`src/rtl/clx_pkg.sv`:
```
// Shared types, codes and character classes for the C-style lexer.
`timescale 1ns / 1ps

package clx_pkg;

    localparam int CHAR_W = 8;
    localparam int LINE_W = 16;
    localparam int MODE_W = 3;

    // Lexer modes.
    localparam logic [MODE_W-1:0] MODE_IDLE   = 3'd0;
    localparam logic [MODE_W-1:0] MODE_IDENT  = 3'd1;
    localparam logic [MODE_W-1:0] MODE_NUMBER = 3'd2;
    localparam logic [MODE_W-1:0] MODE_SLASH  = 3'd3;
    localparam logic [MODE_W-1:0] MODE_LCOMM  = 3'd4;
    localparam logic [MODE_W-1:0] MODE_BCOMM  = 3'd5;
    localparam logic [MODE_W-1:0] MODE_BSTAR  = 3'd6;

    // Token kinds.
    localparam logic [1:0] KIND_IDENT  = 2'd0;
    localparam logic [1:0] KIND_NUMBER = 2'd1;
    localparam logic [1:0] KIND_OPER   = 2'd2;
    localparam logic [1:0] KIND_END    = 2'd3;

    // Request commands.
    localparam logic CMD_CHAR = 1'b0;
    localparam logic CMD_END  = 1'b1;

    localparam logic [CHAR_W-1:0] CH_NL    = 8'h0A;
    localparam logic [CHAR_W-1:0] CH_SPACE = 8'h20;
    localparam logic [CHAR_W-1:0] CH_UNDER = 8'h5F;
    localparam logic [CHAR_W-1:0] CH_STAR  = 8'h2A;
    localparam logic [CHAR_W-1:0] CH_SLASH = 8'h2F;
    localparam logic [CHAR_W-1:0] CH_NUL   = 8'h00;

    typedef struct packed {
        logic [1:0]        kind;
        logic [CHAR_W-1:0] chr;
        logic              start;
        logic [LINE_W-1:0] line;
        logic              last;
    } tok_t;

    function automatic logic is_alpha(input logic [CHAR_W-1:0] c);
        return (c >= 8'h61 && c <= 8'h7A) || (c >= 8'h41 && c <= 8'h5A) || (c == CH_UNDER);
    endfunction

    function automatic logic is_digit(input logic [CHAR_W-1:0] c);
        return c >= 8'h30 && c <= 8'h39;
    endfunction

    function automatic logic is_space(input logic [CHAR_W-1:0] c);
        return (c == CH_SPACE) || (c >= 8'h09 && c <= 8'h0D);
    endfunction

endpackage

```
`src/rtl/c_style_lexer_char_stream.sv`:
```
// Top level of the streaming C-style lexer: input register, lexer state and token queue.
`timescale 1ns / 1ps

// Channel   Handshake                Payload
// text      text_valid, text_ready   cmd, ch
// tok       tok_valid, tok_ready     kind, char_out, token_start, line, last_of_run
//
// A request is taken into the input register and lexed there once the token queue has room,
// so one character enters every cycle while the queue has room; its tokens are written into
// the queue together and reach the tok channel from there, one token at a time.
// The held request is lexed only while the four-entry token queue has room for two
// tokens, so text_ready falls while three or more tokens are queued behind a held request.
// Reset empties the input register and the queue, returns the mode to idle and sets the line counter to one.

module c_style_lexer_char_stream
    import clx_pkg::*;
#(
    parameter int LINE_BITS = 16
)
(
    input  logic                 clk,
    input  logic                 rst_n,
    input  logic                 text_valid,
    output logic                 text_ready,
    input  logic                 cmd,
    input  logic [CHAR_W-1:0]    ch,
    output logic                 tok_valid,
    input  logic                 tok_ready,
    output logic [1:0]           kind,
    output logic [CHAR_W-1:0]    char_out,
    output logic                 token_start,
    output logic [LINE_W-1:0]    line,
    output logic                 last_of_run
);

    // Input register holding the request being lexed.
    logic                 hold_valid_reg;
    logic                 cmd_reg;
    logic [CHAR_W-1:0]    ch_reg;

    // Lexer state, updated when the held request is lexed.
    logic [MODE_W-1:0]    mode_reg;
    logic [MODE_W-1:0]    mode_next;
    logic [LINE_BITS-1:0] line_reg;
    logic [LINE_BITS-1:0] line_next;

    logic [1:0]           n_tok;
    tok_t                 tok0;
    tok_t                 tok1;
    tok_t                 head;
    logic                 room2;
    logic                 advance;
    logic [1:0]           push_n;

    // The held request is lexed in the cycle the queue can take both of its
    // possible tokens; a fresh request may enter behind it in that same cycle.
    assign advance    = hold_valid_reg && room2;
    assign text_ready = !hold_valid_reg || room2;
    assign push_n     = advance ? n_tok : 2'd0;

    always_ff @(posedge clk or negedge rst_n)
    begin
        if (!rst_n)
        begin
            hold_valid_reg <= 1'b0;
            mode_reg       <= MODE_IDLE;
            line_reg       <= LINE_BITS'(1);
        end
        else
        begin
            if (text_ready)
            begin
                hold_valid_reg <= text_valid;
            end
            if (advance)
            begin
                mode_reg <= mode_next;
                line_reg <= line_next;
            end
        end
    end

    always_ff @(posedge clk)
    begin
        if (text_valid && text_ready)
        begin
            cmd_reg <= cmd;
            ch_reg  <= ch;
        end
    end

    clx_step #(
        .LINE_BITS (LINE_BITS)
    ) u_step (
        .mode       (mode_reg),
        .line_count (line_reg),
        .cmd        (cmd_reg),
        .ch         (ch_reg),
        .mode_next  (mode_next),
        .line_next  (line_next),
        .n_tok      (n_tok),
        .tok0       (tok0),
        .tok1       (tok1)
    );

    clx_out_fifo u_fifo (
        .clk       (clk),
        .rst_n     (rst_n),
        .push_n    (push_n),
        .push0     (tok0),
        .push1     (tok1),
        .room2     (room2),
        .pop_valid (tok_valid),
        .pop_ready (tok_ready),
        .pop_data  (head)
    );

    assign kind        = head.kind;
    assign char_out    = head.chr;
    assign token_start = head.start;
    assign line        = head.line;
    assign last_of_run = head.last;

endmodule

```
`src/rtl/clx_step.sv`:
```
// Next-state and token logic for one character of the lexer.
`timescale 1ns / 1ps

module clx_step
    import clx_pkg::*;
#(
    parameter int LINE_BITS = 16
)
(
    input  logic [MODE_W-1:0]    mode,
    input  logic [LINE_BITS-1:0] line_count,
    input  logic                 cmd,
    input  logic [CHAR_W-1:0]    ch,
    output logic [MODE_W-1:0]    mode_next,
    output logic [LINE_BITS-1:0] line_next,
    output logic [1:0]           n_tok,
    output tok_t                 tok0,
    output tok_t                 tok1
);

    logic [31:0]       line_wide;
    logic [LINE_W-1:0] line_tag;

    // Character handled as if between tokens.
    logic              f_emit;
    logic [1:0]        f_kind;
    logic [MODE_W-1:0] f_mode;
    logic              f_bump;

    logic              e0;
    logic [1:0]        k0;
    logic [CHAR_W-1:0] c0;
    logic              s0;
    logic              e1;
    logic [1:0]        k1;
    logic [CHAR_W-1:0] c1;
    logic              bump;

    assign line_wide = 32'(line_count);
    assign line_tag  = line_wide[LINE_W-1:0];

    always_comb
    begin
        f_emit = 1'b0;
        f_kind = KIND_OPER;
        f_mode = MODE_IDLE;
        f_bump = 1'b0;
        if (is_space(ch))
        begin
            f_bump = (ch == CH_NL);
        end
        else if (is_alpha(ch))
        begin
            f_emit = 1'b1;
            f_kind = KIND_IDENT;
            f_mode = MODE_IDENT;
        end
        else if (is_digit(ch))
        begin
            f_emit = 1'b1;
            f_kind = KIND_NUMBER;
            f_mode = MODE_NUMBER;
        end
        else if (ch == CH_SLASH)
        begin
            f_mode = MODE_SLASH;
        end
        else
        begin
            f_emit = 1'b1;
        end
    end

    always_comb
    begin
        e0        = 1'b0;
        k0        = KIND_OPER;
        c0        = ch;
        s0        = 1'b1;
        e1        = 1'b0;
        k1        = KIND_OPER;
        c1        = ch;
        bump      = 1'b0;
        mode_next = mode;
        if (cmd == CMD_END)
        begin
            mode_next = MODE_IDLE;
            if (mode == MODE_SLASH)
            begin
                e0 = 1'b1;
                c0 = CH_SLASH;
                e1 = 1'b1;
                k1 = KIND_END;
                c1 = CH_NUL;
            end
            else
            begin
                e0 = 1'b1;
                k0 = KIND_END;
                c0 = CH_NUL;
            end
        end
        else
        begin
            unique case (mode)
                MODE_IDENT, MODE_NUMBER:
                begin
                    if ((mode == MODE_IDENT && (is_alpha(ch) || is_digit(ch))) ||
                        (mode == MODE_NUMBER && is_digit(ch)))
                    begin
                        e0 = 1'b1;
                        k0 = (mode == MODE_IDENT) ? KIND_IDENT : KIND_NUMBER;
                        s0 = 1'b0;
                    end
                    else
                    begin
                        e0        = f_emit;
                        k0        = f_kind;
                        bump      = f_bump;
                        mode_next = f_mode;
                    end
                end
                MODE_SLASH:
                begin
                    if (ch == CH_SLASH)
                    begin
                        mode_next = MODE_LCOMM;
                    end
                    else if (ch == CH_STAR)
                    begin
                        mode_next = MODE_BCOMM;
                    end
                    else
                    begin
                        // The held slash goes out first, then the new character if it forms a token.
                        e0        = 1'b1;
                        c0        = CH_SLASH;
                        e1        = f_emit;
                        k1        = f_kind;
                        bump      = f_bump;
                        mode_next = f_mode;
                    end
                end
                MODE_LCOMM:
                begin
                    if (ch == CH_NL)
                    begin
                        bump      = 1'b1;
                        mode_next = MODE_IDLE;
                    end
                end
                MODE_BCOMM:
                begin
                    if (ch == CH_NL)
                    begin
                        bump = 1'b1;
                    end
                    else if (ch == CH_STAR)
                    begin
                        mode_next = MODE_BSTAR;
                    end
                end
                MODE_BSTAR:
                begin
                    if (ch == CH_SLASH)
                    begin
                        mode_next = MODE_IDLE;
                    end
                    else if (ch != CH_STAR)
                    begin
                        bump      = (ch == CH_NL);
                        mode_next = MODE_BCOMM;
                    end
                end
                default:
                begin
                    e0        = f_emit;
                    k0        = f_kind;
                    bump      = f_bump;
                    mode_next = f_mode;
                end
            endcase
        end
    end

    always_comb
    begin
        if (cmd == CMD_END)
        begin
            line_next = LINE_BITS'(1);
        end
        else if (bump && (line_count != {LINE_BITS{1'b1}}))
        begin
            line_next = line_count + LINE_BITS'(1);
        end
        else
        begin
            line_next = line_count;
        end
    end

    // Pack the results so that the first present one is always in slot zero.
    always_comb
    begin
        tok0 = '{kind: k0, chr: c0, start: s0, line: line_tag, last: 1'b1};
        tok1 = '{kind: k1, chr: c1, start: 1'b1, line: line_tag, last: 1'b1};
        n_tok = 2'd0;
        if (e0 && e1)
        begin
            n_tok     = 2'd2;
            tok0.last = 1'b0;
        end
        else if (e0)
        begin
            n_tok = 2'd1;
        end
        else if (e1)
        begin
            n_tok = 2'd1;
            tok0  = tok1;
        end
    end

endmodule

```
`src/rtl/clx_out_fifo.sv`:
```
// Four-entry token queue that takes up to two tokens a cycle and gives one.
`timescale 1ns / 1ps

module clx_out_fifo
    import clx_pkg::*;
(
    input  logic       clk,
    input  logic       rst_n,
    input  logic [1:0] push_n,
    input  tok_t       push0,
    input  tok_t       push1,
    output logic       room2,
    output logic       pop_valid,
    input  logic       pop_ready,
    output tok_t       pop_data
);

    localparam int DEPTH = 4;
    localparam int PTR_W = $clog2(DEPTH);

    tok_t             mem_reg [DEPTH];
    logic [PTR_W-1:0] wr_ptr_reg;
    logic [PTR_W-1:0] wr_ptr_next;
    logic [PTR_W-1:0] rd_ptr_reg;
    logic [PTR_W-1:0] rd_ptr_next;
    logic [PTR_W:0]   count_reg;
    logic [PTR_W:0]   count_next;
    logic             pop;
    logic [PTR_W-1:0] wr_ptr_p1;

    assign pop       = pop_valid && pop_ready;
    assign pop_valid = (count_reg != '0);
    assign pop_data  = mem_reg[rd_ptr_reg];
    assign room2     = (count_reg <= (PTR_W+1)'(DEPTH - 2));
    assign wr_ptr_p1 = wr_ptr_reg + PTR_W'(1);

    assign wr_ptr_next = wr_ptr_reg + PTR_W'(push_n);
    assign rd_ptr_next = rd_ptr_reg + PTR_W'(pop);
    assign count_next  = count_reg + (PTR_W+1)'(push_n) - (PTR_W+1)'(pop);

    always_ff @(posedge clk or negedge rst_n)
    begin
        if (!rst_n)
        begin
            wr_ptr_reg <= '0;
            rd_ptr_reg <= '0;
            count_reg  <= '0;
        end
        else
        begin
            wr_ptr_reg <= wr_ptr_next;
            rd_ptr_reg <= rd_ptr_next;
            count_reg  <= count_next;
        end
    end

    always_ff @(posedge clk)
    begin
        if (push_n != 2'd0)
        begin
            mem_reg[wr_ptr_reg] <= push0;
        end
        if (push_n == 2'd2)
        begin
            mem_reg[wr_ptr_p1] <= push1;
        end
    end

endmodule

```
`config.mk`:
```
export PLATFORM = sky130hd
export DESIGN_NAME = c_style_lexer_char_stream
export DESIGN_NICKNAME = d
export VERILOG_FILES = /design/src/rtl/clx_pkg.sv /design/src/rtl/c_style_lexer_char_stream.sv /design/src/rtl/clx_step.sv /design/src/rtl/clx_out_fifo.sv
export SDC_FILE = /design/constraint.sdc
export NUM_CORES = 1
export LEC_CHECK = 0
export BUFFER_PORTS_ARGS = -buffer_cell sky130_fd_sc_hd__buf_2
export CORE_AREA = 2 2 174 125
export CTS_BUF_LIST = sky130_fd_sc_hd__clkbuf_8
export CTS_CLUSTER_DIAMETER = 200
export DETAILED_ROUTE_END_ITERATION = 8
export DIE_AREA = 0 0 176 127
export GPL_TIMING_DRIVEN = 1
export PLACE_DENSITY = 0.61
export SLEW_MARGIN = 20
export SYNTH_ARGS = -nofsm -noshare
export SYNTH_HDL_FRONTEND = slang
export SYNTH_SLANG_ARGS = --single-unit
```
`constraint.sdc`:
```
create_clock -name clk -period 6.54 [get_ports clk]
set_clock_uncertainty 0.1 [all_clocks]
set_input_delay 0.327 -clock clk [delete_from_list [all_inputs] [get_ports clk]]
set_output_delay 0.327 -clock clk [all_outputs]
set_load 0.005 [all_outputs]
```
==> summary.txt, run 1 <==
CRITICAL PATH
--------------------------------------------------------------------------------
Count of cells along the worst register-to-register path                      11
Type of destination of the critical path                                    flop
Reg-to-reg setup timing slack                                            1670 ps
Worst reg2reg startpoint                                               ch_reg[4]
Required arrival time at the worst endpoint                              6590 ps
Startpoint types                                                            flop
Worst-path maximum fanout                                                     31
Signal arrival time at the worst endpoint                                4920 ps
WS Path Type                                                             reg2reg
End of the worst register-to-register path                          u_fifo.mem_reg[0][21]

PLACEMENT
--------------------------------------------------------------------------------
IO buf count                                                                  42
Placement-stage cell area                                            0.00779 mm²
Half-perimeter wire length after detailed placement                      11.5 mm
Final Wtd Congestion                                                       0.876
Worst slack at placement                                                 1780 ps

TIMING
--------------------------------------------------------------------------------
Slew HR                                                                    0.281
Final TNS setup                                                             0 ps
Setup Viol. Count Final                                                        0
Total count of hold-check failures in the final report                         0
Unrepaired setup endpoints after global routing                            false
Tmin final                                                               4870 ps
Achievable frequency                                                   0.205 GHz
Crit path setup slack, layout                                            1670 ps
Actual slew at the worst max-slew pin                                    1080 ps
Fin crit share                                                             0.744
Final-report max-slew violation count                                          0

DIE
--------------------------------------------------------------------------------
Starting Density                                                           0.358
Core Area                                                             0.0205 mm²
Die outline width                                                         176 µm
Overall die area                                                      0.0224 mm²
Floorplan row count                                                           44
Die Y                                                                     127 µm
# IOs                                                                         43

CELLS AND AREA
--------------------------------------------------------------------------------
Growth of design area from synthesis to finish                             12.6%
Fillers                                                                    1,903
Final std cell area, no fill                                         0.00827 mm²
Max FFs per register                                                         112
Ratio of cells with drive above 1 in the final layout                      0.185
Highest-count cells in the layout ignoring fill and taps            113 x sky130_fd_sc_hd__edfxtp_1, 60 x sky130_fd_sc_hd__and2_1, 42 x sky130_fd_sc_hd__buf_2
Net count of the finished layout                                             645
Most common cell after layout, fill and taps aside                  sky130_fd_sc_hd__edfxtp_1
Inserted Diodes                                                                0

CLOCK NETWORK
--------------------------------------------------------------------------------
Clock sink count                                                             148
CTS H-Tree Depth                                                               4
Post-cts gate resize count                                                     0
TritonCTS buffer count                                                        17
# hold bufs at CTS                                                            11
Largest buffer count on any clock path                                         2
Number of buffers inserted to repair setup after CTS                           0
Cell at the root of the clock tree                                  sky130_fd_sc_hd__clkbuf_8
Clock-pin slew on the worst setup and hold paths                           80 ps
Clock latency reported for the late side of the worst-skew pair           450 ps
CTS tree                                                                     yes

GRT
--------------------------------------------------------------------------------
All-Layer GR Usage                                                         0.158
GRT Residual Overflow                                                          0
Number of antenna violations at the first check in global routing              0
Largest net degree at the start of global routing                             34
Number of global-route vias before repair                                  4,952
Global-route wire length before repair                                   27.0 mm

DETAILED ROUTING
--------------------------------------------------------------------------------
Total wirelength of the detailed-routed design                           16.8 mm
Count of vias placed by the detailed router                                5,075
Wirelength per Cell                                                      18.3 µm
First drt pass iteration count                                                 5
DR vias/cell                                                                5.55
First DRT Iteration DRCs                                                     563
DRC violations left                                                            0
Detail Route Antenna Nets                                                      0

JOB
--------------------------------------------------------------------------------
Maxcap violations                                                              0

POWER AND IR DROP
--------------------------------------------------------------------------------
Total internal power                                                     2.00 mW
Peak supply drop                                                        0.172 mV
Switching share of total power                                             0.360
Portion of total power attributed to the clock network                     0.212
Logic gate share of total power                                            0.325
Lkg Pwr                                                                  3.09 nW
Power dissipated by switching net loads                                  1.13 mW
Portion of total power attributed to sequential cells                      0.463
Cell Pwr Density                                                      379 mW/mm²

SYNTHESIS
--------------------------------------------------------------------------------
Total of warnings raised by yosys                                              0
Count of state elements after synthesis                                      148
Cell area after synthesis                                            0.00735 mm²
Count of different cell masters after synthesis                               64
Syn Nets                                                                     604
Number of flops mapped to enable cells by yosys                              113
Proportion of synthesized chip area in sequential cells                    0.576
Most common flop cell mapped by yosys                               sky130_fd_sc_hd__edfxtp_1
Average instance area after synthesis                                   12.6 µm²
Asr flop ratio synth                                                       0.182
Post-synthesis cell count                                                    585

HOLD PATH
--------------------------------------------------------------------------------
Endpoint of the worst hold path                                     u_fifo.rd_ptr_reg[0]
WHS Path Cells                                                                 3
Worst min path class                                                      in2reg
Worst hold path startpoint                                             tok_ready

STATUS
--------------------------------------------------------------------------------
Status                                                              complete, no violations

## cells by family after synthesis
| group | Yosys count | synth area share |
|---|---|---|
| AND/OR/NAND/NOR | 224 | 0.171 |
| flip-flops | 148 | 0.576 |
| AO/OA/AOI/OAI | 116 | 0.108 |
| buffers and inverters | 48 | 0.0290 |
| multiplexers | 32 | 0.0916 |
| XOR/XNOR | 11 | 0.0131 |
| adder cells (fa/ha/maj) | 6 | 0.0112 |
## synthesized netlist by cell type (3+ instances only)
library cell | number | area, µm²
sky130_fd_sc_hd__nand2b_1 | 10 | 62.6
sky130_fd_sc_hd__o22ai_1 | 8 | 50.1
sky130_fd_sc_hd__a22o_1 | 3 | 26.3
sky130_fd_sc_hd__nor2_1 | 31 | 116
sky130_fd_sc_hd__buf_6 | 3 | 33.8
sky130_fd_sc_hd__a211oi_1 | 4 | 30.0
sky130_fd_sc_hd__inv_1 | 10 | 37.5
sky130_fd_sc_hd__nor3_1 | 5 | 25.0
sky130_fd_sc_hd__dfrtp_1 | 26 | 651
sky130_fd_sc_hd__xor2_1 | 5 | 43.8
sky130_fd_sc_hd__a31oi_1 | 7 | 43.8
sky130_fd_sc_hd__a21oi_1 | 18 | 90.1
sky130_fd_sc_hd__nor2b_1 | 4 | 25.0
sky130_fd_sc_hd__nand2_1 | 36 | 135
sky130_fd_sc_hd__o21bai_1 | 3 | 22.5
sky130_fd_sc_hd__nor4_1 | 14 | 87.6
sky130_fd_sc_hd__nand3_1 | 16 | 80.1
sky130_fd_sc_hd__or4_1 | 8 | 60.1
sky130_fd_sc_hd__ha_1 | 5 | 62.6
sky130_fd_sc_hd__o22a_1 | 8 | 70.1
sky130_fd_sc_hd__or3_1 | 3 | 18.8
sky130_fd_sc_hd__nand4_1 | 4 | 25.0
sky130_fd_sc_hd__buf_2 | 8 | 40.0
sky130_fd_sc_hd__o211ai_1 | 4 | 30.0
sky130_fd_sc_hd__dfxtp_1 | 8 | 160
sky130_fd_sc_hd__edfxtp_1 | 113 | 3390
sky130_fd_sc_hd__clkbuf_1 | 24 | 90.1
sky130_fd_sc_hd__and3_1 | 19 | 119
sky130_fd_sc_hd__o41ai_1 | 3 | 26.3
sky130_fd_sc_hd__o21ai_0 | 19 | 95.1
sky130_fd_sc_hd__a21o_1 | 19 | 143
sky130_fd_sc_hd__xnor2_1 | 6 | 52.6
sky130_fd_sc_hd__mux4_2 | 28 | 631
sky130_fd_sc_hd__o31ai_1 | 6 | 45.0
sky130_fd_sc_hd__and2_1 | 60 | 375
## worst max-delay path by stage
stage / from / endpoint / cells past startpoint
finish: ch_reg[4] / u_fifo.mem_reg[0][21] / 11
global route: ch_reg[4] / u_fifo.mem_reg[0][4] / 12
CTS: ch_reg[4] / u_fifo.mem_reg[0][21] / 11
detailed placement: ch_reg[4] / u_fifo.mem_reg[0][27] / 11
global placement: ch_reg[4] / u_fifo.mem_reg[0][27] / 11
floorplan: ch_reg[6] / u_fifo.mem_reg[1][10] / 11
## power by group through the flow
stage / Clock [mW] / Sequential (mW) / Combinational [mW]
after global placement: 0 / 1.46 / 0.998
after CTS: 0.681 / 1.45 / 1.03
final: 0.663 / 1.45 / 1.02
after floorplan: 0 / 1.31 / 0.800
after detailed placement: 0 / 1.47 / 1.02
after global routing: 0.713 / 1.49 / 1.12
## critical path, cell delays in order, from the launching register on
cell and delay (ps):
sky130_fd_sc_hd__edfxtp_1 560, sky130_fd_sc_hd__nor3_1 590, sky130_fd_sc_hd__nand3_1 320, sky130_fd_sc_hd__o21ai_0 650, sky130_fd_sc_hd__nor2_1 100, sky130_fd_sc_hd__ha_1 410, sky130_fd_sc_hd__nor2_1 120, sky130_fd_sc_hd__nor3_2 110
sky130_fd_sc_hd__buf_4 270, sky130_fd_sc_hd__o21ai_1 160, sky130_fd_sc_hd__inv_1 820, sky130_fd_sc_hd__buf_4 340
## metrics by stage
| step | cells | hold WS, ps | util | total power, mW |
|---|---|---|---|---|
| after floorplan | 585 | -68.6 | - | 2.11 |
| after global placement | 872 | 278 | 0.379 | 2.46 |
| after detailed placement | 872 | 282 | 0.379 | 2.49 |
| after CTS | 915 | 170 | 0.403 | 3.16 |
| after global routing | 915 | 204 | 0.403 | 3.32 |
| final | 915 | 188 | 0.403 | 3.13 |
## area by class of cell
class	count	area, µm²	share of cell area
clock inverters	14	116	0.0141
well taps	276	345	0.0418
clock buffers	18	248	0.0300
flip-flops and latches	148	4230	0.512
repair buffers	59	365	0.0442
multi-input cells	389	2920	0.353
inverters	11	41.3	0.00499
## routing by layer
layer	wire, µm	part of all wire	track usage
met1	8060	0.48	0.232
met2	7210	0.43	0.230
met3	1250	0.074	0.0414
met4	263	0.016	0.0472
met5	0	0	0
No activity file was read; power rests on OpenSTA's default activity.
==> inputs of run 2 (changes only) <==
Clock period 6.54 ns to 5.1 ns, I/O delays scaled along.
==> summary.txt, run 2 (same netlist as run 1, synthesis figures left out) <==
TIMING
--------------------------------------------------------------------------------
Total count of hold-check failures in the final report                         0   unchanged
Fin crit share                                                             0.842   +0.0981
Unrepaired setup endpoints after global routing                            false
Actual slew at the worst max-slew pin                                     841 ps   -236 ps
Achievable frequency                                                   0.233 GHz   +13%
Setup Viol. Count Final                                                        0   unchanged
Final-report max-slew violation count                                          0   unchanged
Tmin final                                                               4300 ps   -571 ps
Slew HR                                                                    0.436   +0.155
Crit path setup slack, layout                                             805 ps   -869 ps
Final TNS setup                                                             0 ps   unchanged

CELLS AND AREA
--------------------------------------------------------------------------------
Inserted Diodes                                                                0   unchanged
Final cell count without fillers                                             923   +0.87%
Max FFs per register                                                         112   unchanged
Ratio of cells with drive above 1 in the final layout                      0.195   +0.0101
Net count of the finished layout                                             653   +1.2%
Fillers                                                                    1,914   +0.58%
Growth of design area from synthesis to finish                             14.0%
Highest-count cells in the layout ignoring fill and taps            113 x sky130_fd_sc_hd__edfxtp_1, 60 x sky130_fd_sc_hd__and2_1, 42 x sky130_fd_sc_hd__buf_2
Most common cell after layout, fill and taps aside                  sky130_fd_sc_hd__edfxtp_1

JOB
--------------------------------------------------------------------------------
Maxcap violations                                                              0   unchanged

GRT
--------------------------------------------------------------------------------
Largest net degree at the start of global routing                             32   -5.9%
Global-route wire length before repair                                   27.8 mm   +3.0%
Number of antenna violations at the first check in global routing              0   unchanged
Number of global-route vias before repair                                  4,943   -0.18%
All-Layer GR Usage                                                         0.163   +0.00511
GRT Residual Overflow                                                          0   unchanged

DIE
--------------------------------------------------------------------------------
Starting Density                                                           0.358   unchanged
Die outline width                                                         176 µm   unchanged
Floorplan row count                                                           44   unchanged
# IOs                                                                         43   unchanged
Core Area                                                             0.0205 mm²   unchanged
Die Y                                                                     127 µm   unchanged
Overall die area                                                      0.0224 mm²   unchanged

CLOCK NETWORK
--------------------------------------------------------------------------------
Clock-pin slew on the worst setup and hold paths                           90 ps   about the same
Clock latency reported for the late side of the worst-skew pair           460 ps   about the same
Post-cts gate resize count                                                     0   unchanged
Cell at the root of the clock tree                                  sky130_fd_sc_hd__clkbuf_8
CTS H-Tree Depth                                                               4   unchanged
Largest buffer count on any clock path                                         2   unchanged
TritonCTS buffer count                                                        17   unchanged
Clock sink count                                                             148   unchanged
CTS tree                                                                     yes

CRITICAL PATH
--------------------------------------------------------------------------------
Startpoint types                                                            flop
Count of cells along the worst register-to-register path                      10   -1
Worst reg2reg startpoint                                               ch_reg[4]
WS Path Type                                                             reg2reg
Required arrival time at the worst endpoint                              5150 ps   -1440 ps
Signal arrival time at the worst endpoint                                4340 ps   -580 ps
Type of destination of the critical path                                    flop
End of the worst register-to-register path                          u_fifo.mem_reg[1][11]
Critical path endpoint                                              u_fifo.mem_reg[1][11]
Beginning of the critical path                                         ch_reg[4]
Worst-path maximum fanout                                                     20   -35%
Reg-to-reg setup timing slack                                             800 ps   -870 ps

DETAILED ROUTING
--------------------------------------------------------------------------------
DR vias/cell                                                                5.52   -0.40%
DRC violations left                                                            0   unchanged
Detail Route Antenna Nets                                                      0   unchanged
First drt pass iteration count                                                 6   +1
Wirelength per Cell                                                      18.8 µm   +2.4%
Total wirelength of the detailed-routed design                           17.3 mm   +3.3%
First DRT Iteration DRCs                                                     681   +21%
Count of vias placed by the detailed router                                5,099   +0.47%

POWER AND IR DROP
--------------------------------------------------------------------------------
Peak supply drop                                                        0.240 mV   +40%
Cell Pwr Density                                                      496 mW/mm²   +31%
Lkg Pwr                                                                  3.15 nW   +2.0%

PLACEMENT
--------------------------------------------------------------------------------
Post-placement cell count                                                    880   +0.92%
Worst slack at placement                                                  823 ps   -954 ps
Half-perimeter wire length after detailed placement                      12.1 mm   +4.6%
IO buf count                                                                  42   unchanged
Final Wtd Congestion                                                       0.892   +1.8%

HOLD PATH
--------------------------------------------------------------------------------
WHS Path Cells                                                                 3   unchanged
Worst min path class                                                      in2reg

STATUS
--------------------------------------------------------------------------------
Status                                                              complete, no violations

run 2: cell types whose count changed in the layout (fill, tap and decap cells not counted), sizes merged:
cell / before / now
clkinv: 6 / 4
clkbuf: 18 / 17
buf: 48 / 56
inv: 15 / 16
bufinv: 1 / 3
run 2: critical path, stage by stage (launching register included):
cell                       delay, ps
sky130_fd_sc_hd__edfxtp_1        560
sky130_fd_sc_hd__nor3_1          560
sky130_fd_sc_hd__nand3_1         280
sky130_fd_sc_hd__or4_1           460
sky130_fd_sc_hd__o31ai_1          80
sky130_fd_sc_hd__nor2_1           70
sky130_fd_sc_hd__ha_1            350
sky130_fd_sc_hd__nand2b_1        250
sky130_fd_sc_hd__and2_1          300
sky130_fd_sc_hd__nor3_2          590
sky130_fd_sc_hd__buf_4           370
run 2: area by class of cell:
cell class / count / area [µm²] / area share
Sequential cell: 148 / 4230 / 0.505
Tap cell: 276 / 345 / 0.0412
Clock inverter: 15 / 180 / 0.0215
Clock buffer: 17 / 234 / 0.0279
Multi-Input combinational cell: 389 / 2920 / 0.348
Inverter: 11 / 41.3 / 0.00493
Timing Repair Buffer: 67 / 425 / 0.0508
run 2: power by group:
| group | total, mW | internal [mW] | switching, mW |
|---|---|---|---|
| Combinational | 1.34 | 0.605 | 0.735 |
| Clock | 0.957 | 0.488 | 0.469 |
| Sequential | 1.86 | 1.59 | 0.276 |
run 2: worst min-delay path by stage:
| stage | from | endpoint | slack [ps] |
|---|---|---|---|
| after CTS | tok_ready | u_fifo.rd_ptr_reg[0] | 90 |
| after global routing | tok_ready | u_fifo.rd_ptr_reg[0] | 120 |
| after floorplan | rst_n | hold_valid_reg | -140 |
| after global placement | rst_n | line_reg[14] | 200 |
| final | tok_ready | u_fifo.rd_ptr_reg[0] | 110 |
| after detailed placement | rst_n | line_reg[14] | 220 |
run 2: what timing repair did:
item	in CTS	in global routing
endpoints found under the hold margin	36	0
hold buffers	11	0
buffers inserted	0	0
run 2: through the flow:
step	hold slack [ps]	utilization	power, mW	cell area [µm²]
floorplan	-141	-	2.71	7350
global placement	201	0.382	3.18	7850
detailed placement	215	0.382	3.23	7850
CTS	87.3	0.408	4.19	8380
global route	117	0.408	4.40	8380
finish	110	0.408	4.16	8380
run 2: routing by layer:
layer / GRT usage / wire length (µm) / up-vias
met5: 0 / 0 / -
met4: 0.0408 / 221 / 0
met3: 0.0372 / 1280 / 24
met2: 0.228 / 7410 / 217
met1: 0.254 / 8420 / 2510
li1: - / - / 2348
==> inputs of run 3 (changes only) <==
Clock period 5.1 ns to 4.4 ns, I/O delays scaled along.
==> summary.txt, run 3 (same netlist as run 1, synthesis figures left out) <==
CLOCK NETWORK
------------------------------------------------------------------------------------
CTS tree                                                                         yes
Number of buffers inserted to repair setup after CTS                               0   unchanged
Clock latency reported for the late side of the worst-skew pair               460 ps   about the same
Clock sink count                                                                 148   unchanged
# hold bufs at CTS                                                                11   unchanged
Cell at the root of the clock tree                                      sky130_fd_sc_hd__clkbuf_8
TritonCTS buffer count                                                            17   unchanged
CTS H-Tree Depth                                                                   4   unchanged
Largest buffer count on any clock path                                             2   unchanged
Clock-pin slew on the worst setup and hold paths                               80 ps   about the same
Post-cts gate resize count                                                         0   unchanged

JOB
------------------------------------------------------------------------------------
Maxcap violations                                                                  0   unchanged

CRITICAL PATH
------------------------------------------------------------------------------------
Signal arrival time at the worst endpoint                                    4270 ps   -70 ps
CP Cell Sequence                                                        nor3_1, buf_4, nand3_1, or4_1, o31ai_1, nor2_1, ha_1, nand2b_1, and2_1, o41ai_1, a21o_1
Required arrival time at the worst endpoint                                  4620 ps   -530 ps
Startpoint types                                                                flop
Type of destination of the critical path                                        flop
WS Path Type                                                                 reg2reg
Slowest cell on the critical path                                       sky130_fd_sc_hd__o41ai_1
Gate family responsible for the most delay along the worst path         simple AND/OR/NAND/NOR gates
Longest individual stage delay on the worst path                              890 ps   +300 ps
Count of buffering cells on the critical path with inverters included              1   unchanged
Worst-path maximum fanout                                                         14   -30%

POWER AND IR DROP
------------------------------------------------------------------------------------
Lkg Pwr                                                                      3.14 nW   -0.33%
Cell Pwr Density                                                          570 mW/mm²   +15%
Peak supply drop                                                            0.245 mV   +2.3%
Power dissipated by switching net loads                                      1.71 mW   +16%
Total internal power                                                         3.05 mW   +14%
Switching share of total power                                                 0.360   +0.00398
Logic gate share of total power                                                0.329   +0.007
Portion of total power attributed to the clock network                         0.222   -0.008
Portion of total power attributed to sequential cells                          0.448   about the same

DETAILED ROUTING
------------------------------------------------------------------------------------
Met1 Wirelength                                                              8.34 mm   -0.94%
Top Layer Used                                                                  met4
First DRT Iteration DRCs                                                         606   -11%
Count of vias placed by the detailed router                                    5,014   -1.7%
DR vias/cell                                                                    5.42   -1.9%
Total wirelength of the detailed-routed design                               17.2 mm   -1.0%
First drt pass iteration count                                                     5   -1
DRC violations left                                                                0   unchanged
Detail Route Antenna Nets                                                          0   unchanged
DR WL met3                                                                   1.08 mm   -16%
Wirelength per Cell                                                          18.5 µm   -1.3%
Met2 Wirelength                                                              7.52 mm   +1.4%

CELLS AND AREA
------------------------------------------------------------------------------------
Fillers                                                                        1,889   -1.3%
Final std cell area, no fill                                             0.00836 mm²   -0.22%
Highest-count cells in the layout ignoring fill and taps                113 x sky130_fd_sc_hd__edfxtp_1, 60 x sky130_fd_sc_hd__and2_1, 42 x sky130_fd_sc_hd__buf_2
Final cell count without fillers                                                 925   +0.22%
Growth of design area from synthesis to finish                                 13.8%
Most common cell after layout, fill and taps aside                      sky130_fd_sc_hd__edfxtp_1
Max FFs per register                                                             112   unchanged
Ratio of cells with drive above 1 in the final layout                          0.193   -0.00155
Net count of the finished layout                                                 653   unchanged

GRT
------------------------------------------------------------------------------------
Global-route wire length before repair                                       27.5 mm   -1.3%
Number of global-route vias before repair                                      4,906   -0.75%
Largest net degree at the start of global routing                                 30   -6.3%
Number of antenna violations at the first check in global routing                  0   unchanged
GRT Residual Overflow                                                              0   unchanged
All-Layer GR Usage                                                             0.162   -0.00113

DIE
------------------------------------------------------------------------------------
Core Area                                                                 0.0205 mm²   unchanged
Floorplan row count                                                               44   unchanged
Overall die area                                                          0.0224 mm²   unchanged
Die Y                                                                         127 µm   unchanged
Die outline width                                                             176 µm   unchanged
# IOs                                                                             43   unchanged
Starting Density                                                               0.358   unchanged

PLACEMENT
------------------------------------------------------------------------------------
Worst slack at placement                                                      527 ps   -296 ps
Post-placement cell count                                                        880   unchanged
IO buf count                                                                      42   unchanged
Final Wtd Congestion                                                           0.861   -3.5%
Half-perimeter wire length after detailed placement                          11.9 mm   -1.2%
Placement-stage cell area                                                0.00785 mm²   unchanged

TIMING
------------------------------------------------------------------------------------
Actual slew at the worst max-slew pin                                        1070 ps   +226 ps
Total count of hold-check failures in the final report                             0   unchanged
Hold slack final                                                             89.0 ps   -20.8 ps
Fin crit share                                                                 0.919   +0.0772
Achievable frequency                                                       0.247 GHz   +6.2%
Unrepaired setup endpoints after global routing                                false
Final-report max-slew violation count                                              0   unchanged
Setup Viol. Count Final                                                            0   unchanged
Final TNS setup                                                                 0 ps   unchanged
Slew HR                                                                        0.280   -0.156
Tmin final                                                                   4050 ps   -250 ps
Crit path setup slack, layout                                                 355 ps   -450 ps

STATUS
------------------------------------------------------------------------------------
Status                                                                  complete, no violations

HOLD PATH
------------------------------------------------------------------------------------
Worst min path class                                                          in2reg

-- run 3: per-layer routing --
metal | up-vias | GRT usage
met5 | - | 0
met4 | 0 | 0.0530
met3 | 15 | 0.0372
li1 | 2339 | -
met2 | 166 | 0.235
met1 | 2494 | 0.239
-- run 3: final timing paths --
| kind | from | endpoint | slack (ps) | cells after the start |
|---|---|---|---|---|
| worst max register to register | ch_reg[4] | u_fifo.mem_reg[1][20] | 350 | 11 |
| worst min-delay path | tok_ready | u_fifo.rd_ptr_reg[0] | 90 | 3 |
| max in group asynchronous | rst_n | u_fifo.rd_ptr_reg[0] | 3530 | 2 |
| worst min register to register | u_fifo.mem_reg[2][0] | u_fifo.mem_reg[2][0] | 380 | 1 |
| worst max-delay path | ch_reg[4] | u_fifo.mem_reg[1][20] | 350 | 11 |
| min in group asynchronous | rst_n | line_reg[14] | 210 | 2 |
-- run 3: stage by stage --
step	power (mW)	utilization
final	4.76	0.407
after global routing	5.04	0.407
after CTS	4.79	0.407
after detailed placement	3.74	0.382
after global placement	3.69	0.382
after floorplan	3.14	-
-- run 3: area by class of cell --
class	instances	area (µm²)	share of cell area
Sequential cell	148	4230	0.506
Multi-Input combinational cell	389	2920	0.349
Timing Repair Buffer	67	425	0.0509
Tap cell	276	345	0.0413
Clock buffer	17	234	0.0280
Clock inverter	15	156	0.0187
Inverter	11	41.3	0.00494
Antenna cell	2	5.00	0.000599
-- run 3: power by group through the flow --
stage / clock, mW / sequential, mW / combinational, mW
after floorplan: 0 / 1.95 / 1.19
after global placement: 0 / 2.15 / 1.54
after detailed placement: 0 / 2.17 / 1.57
after CTS: 1.07 / 2.14 / 1.58
after global routing: 1.13 / 2.19 / 1.72
final: 1.06 / 2.14 / 1.57
-- run 3: tightest hold or removal path: stages --
cell and delay [ps]:
sky130_fd_sc_hd__buf_2 80, sky130_fd_sc_hd__and2_1 180, sky130_fd_sc_hd__ha_1 140
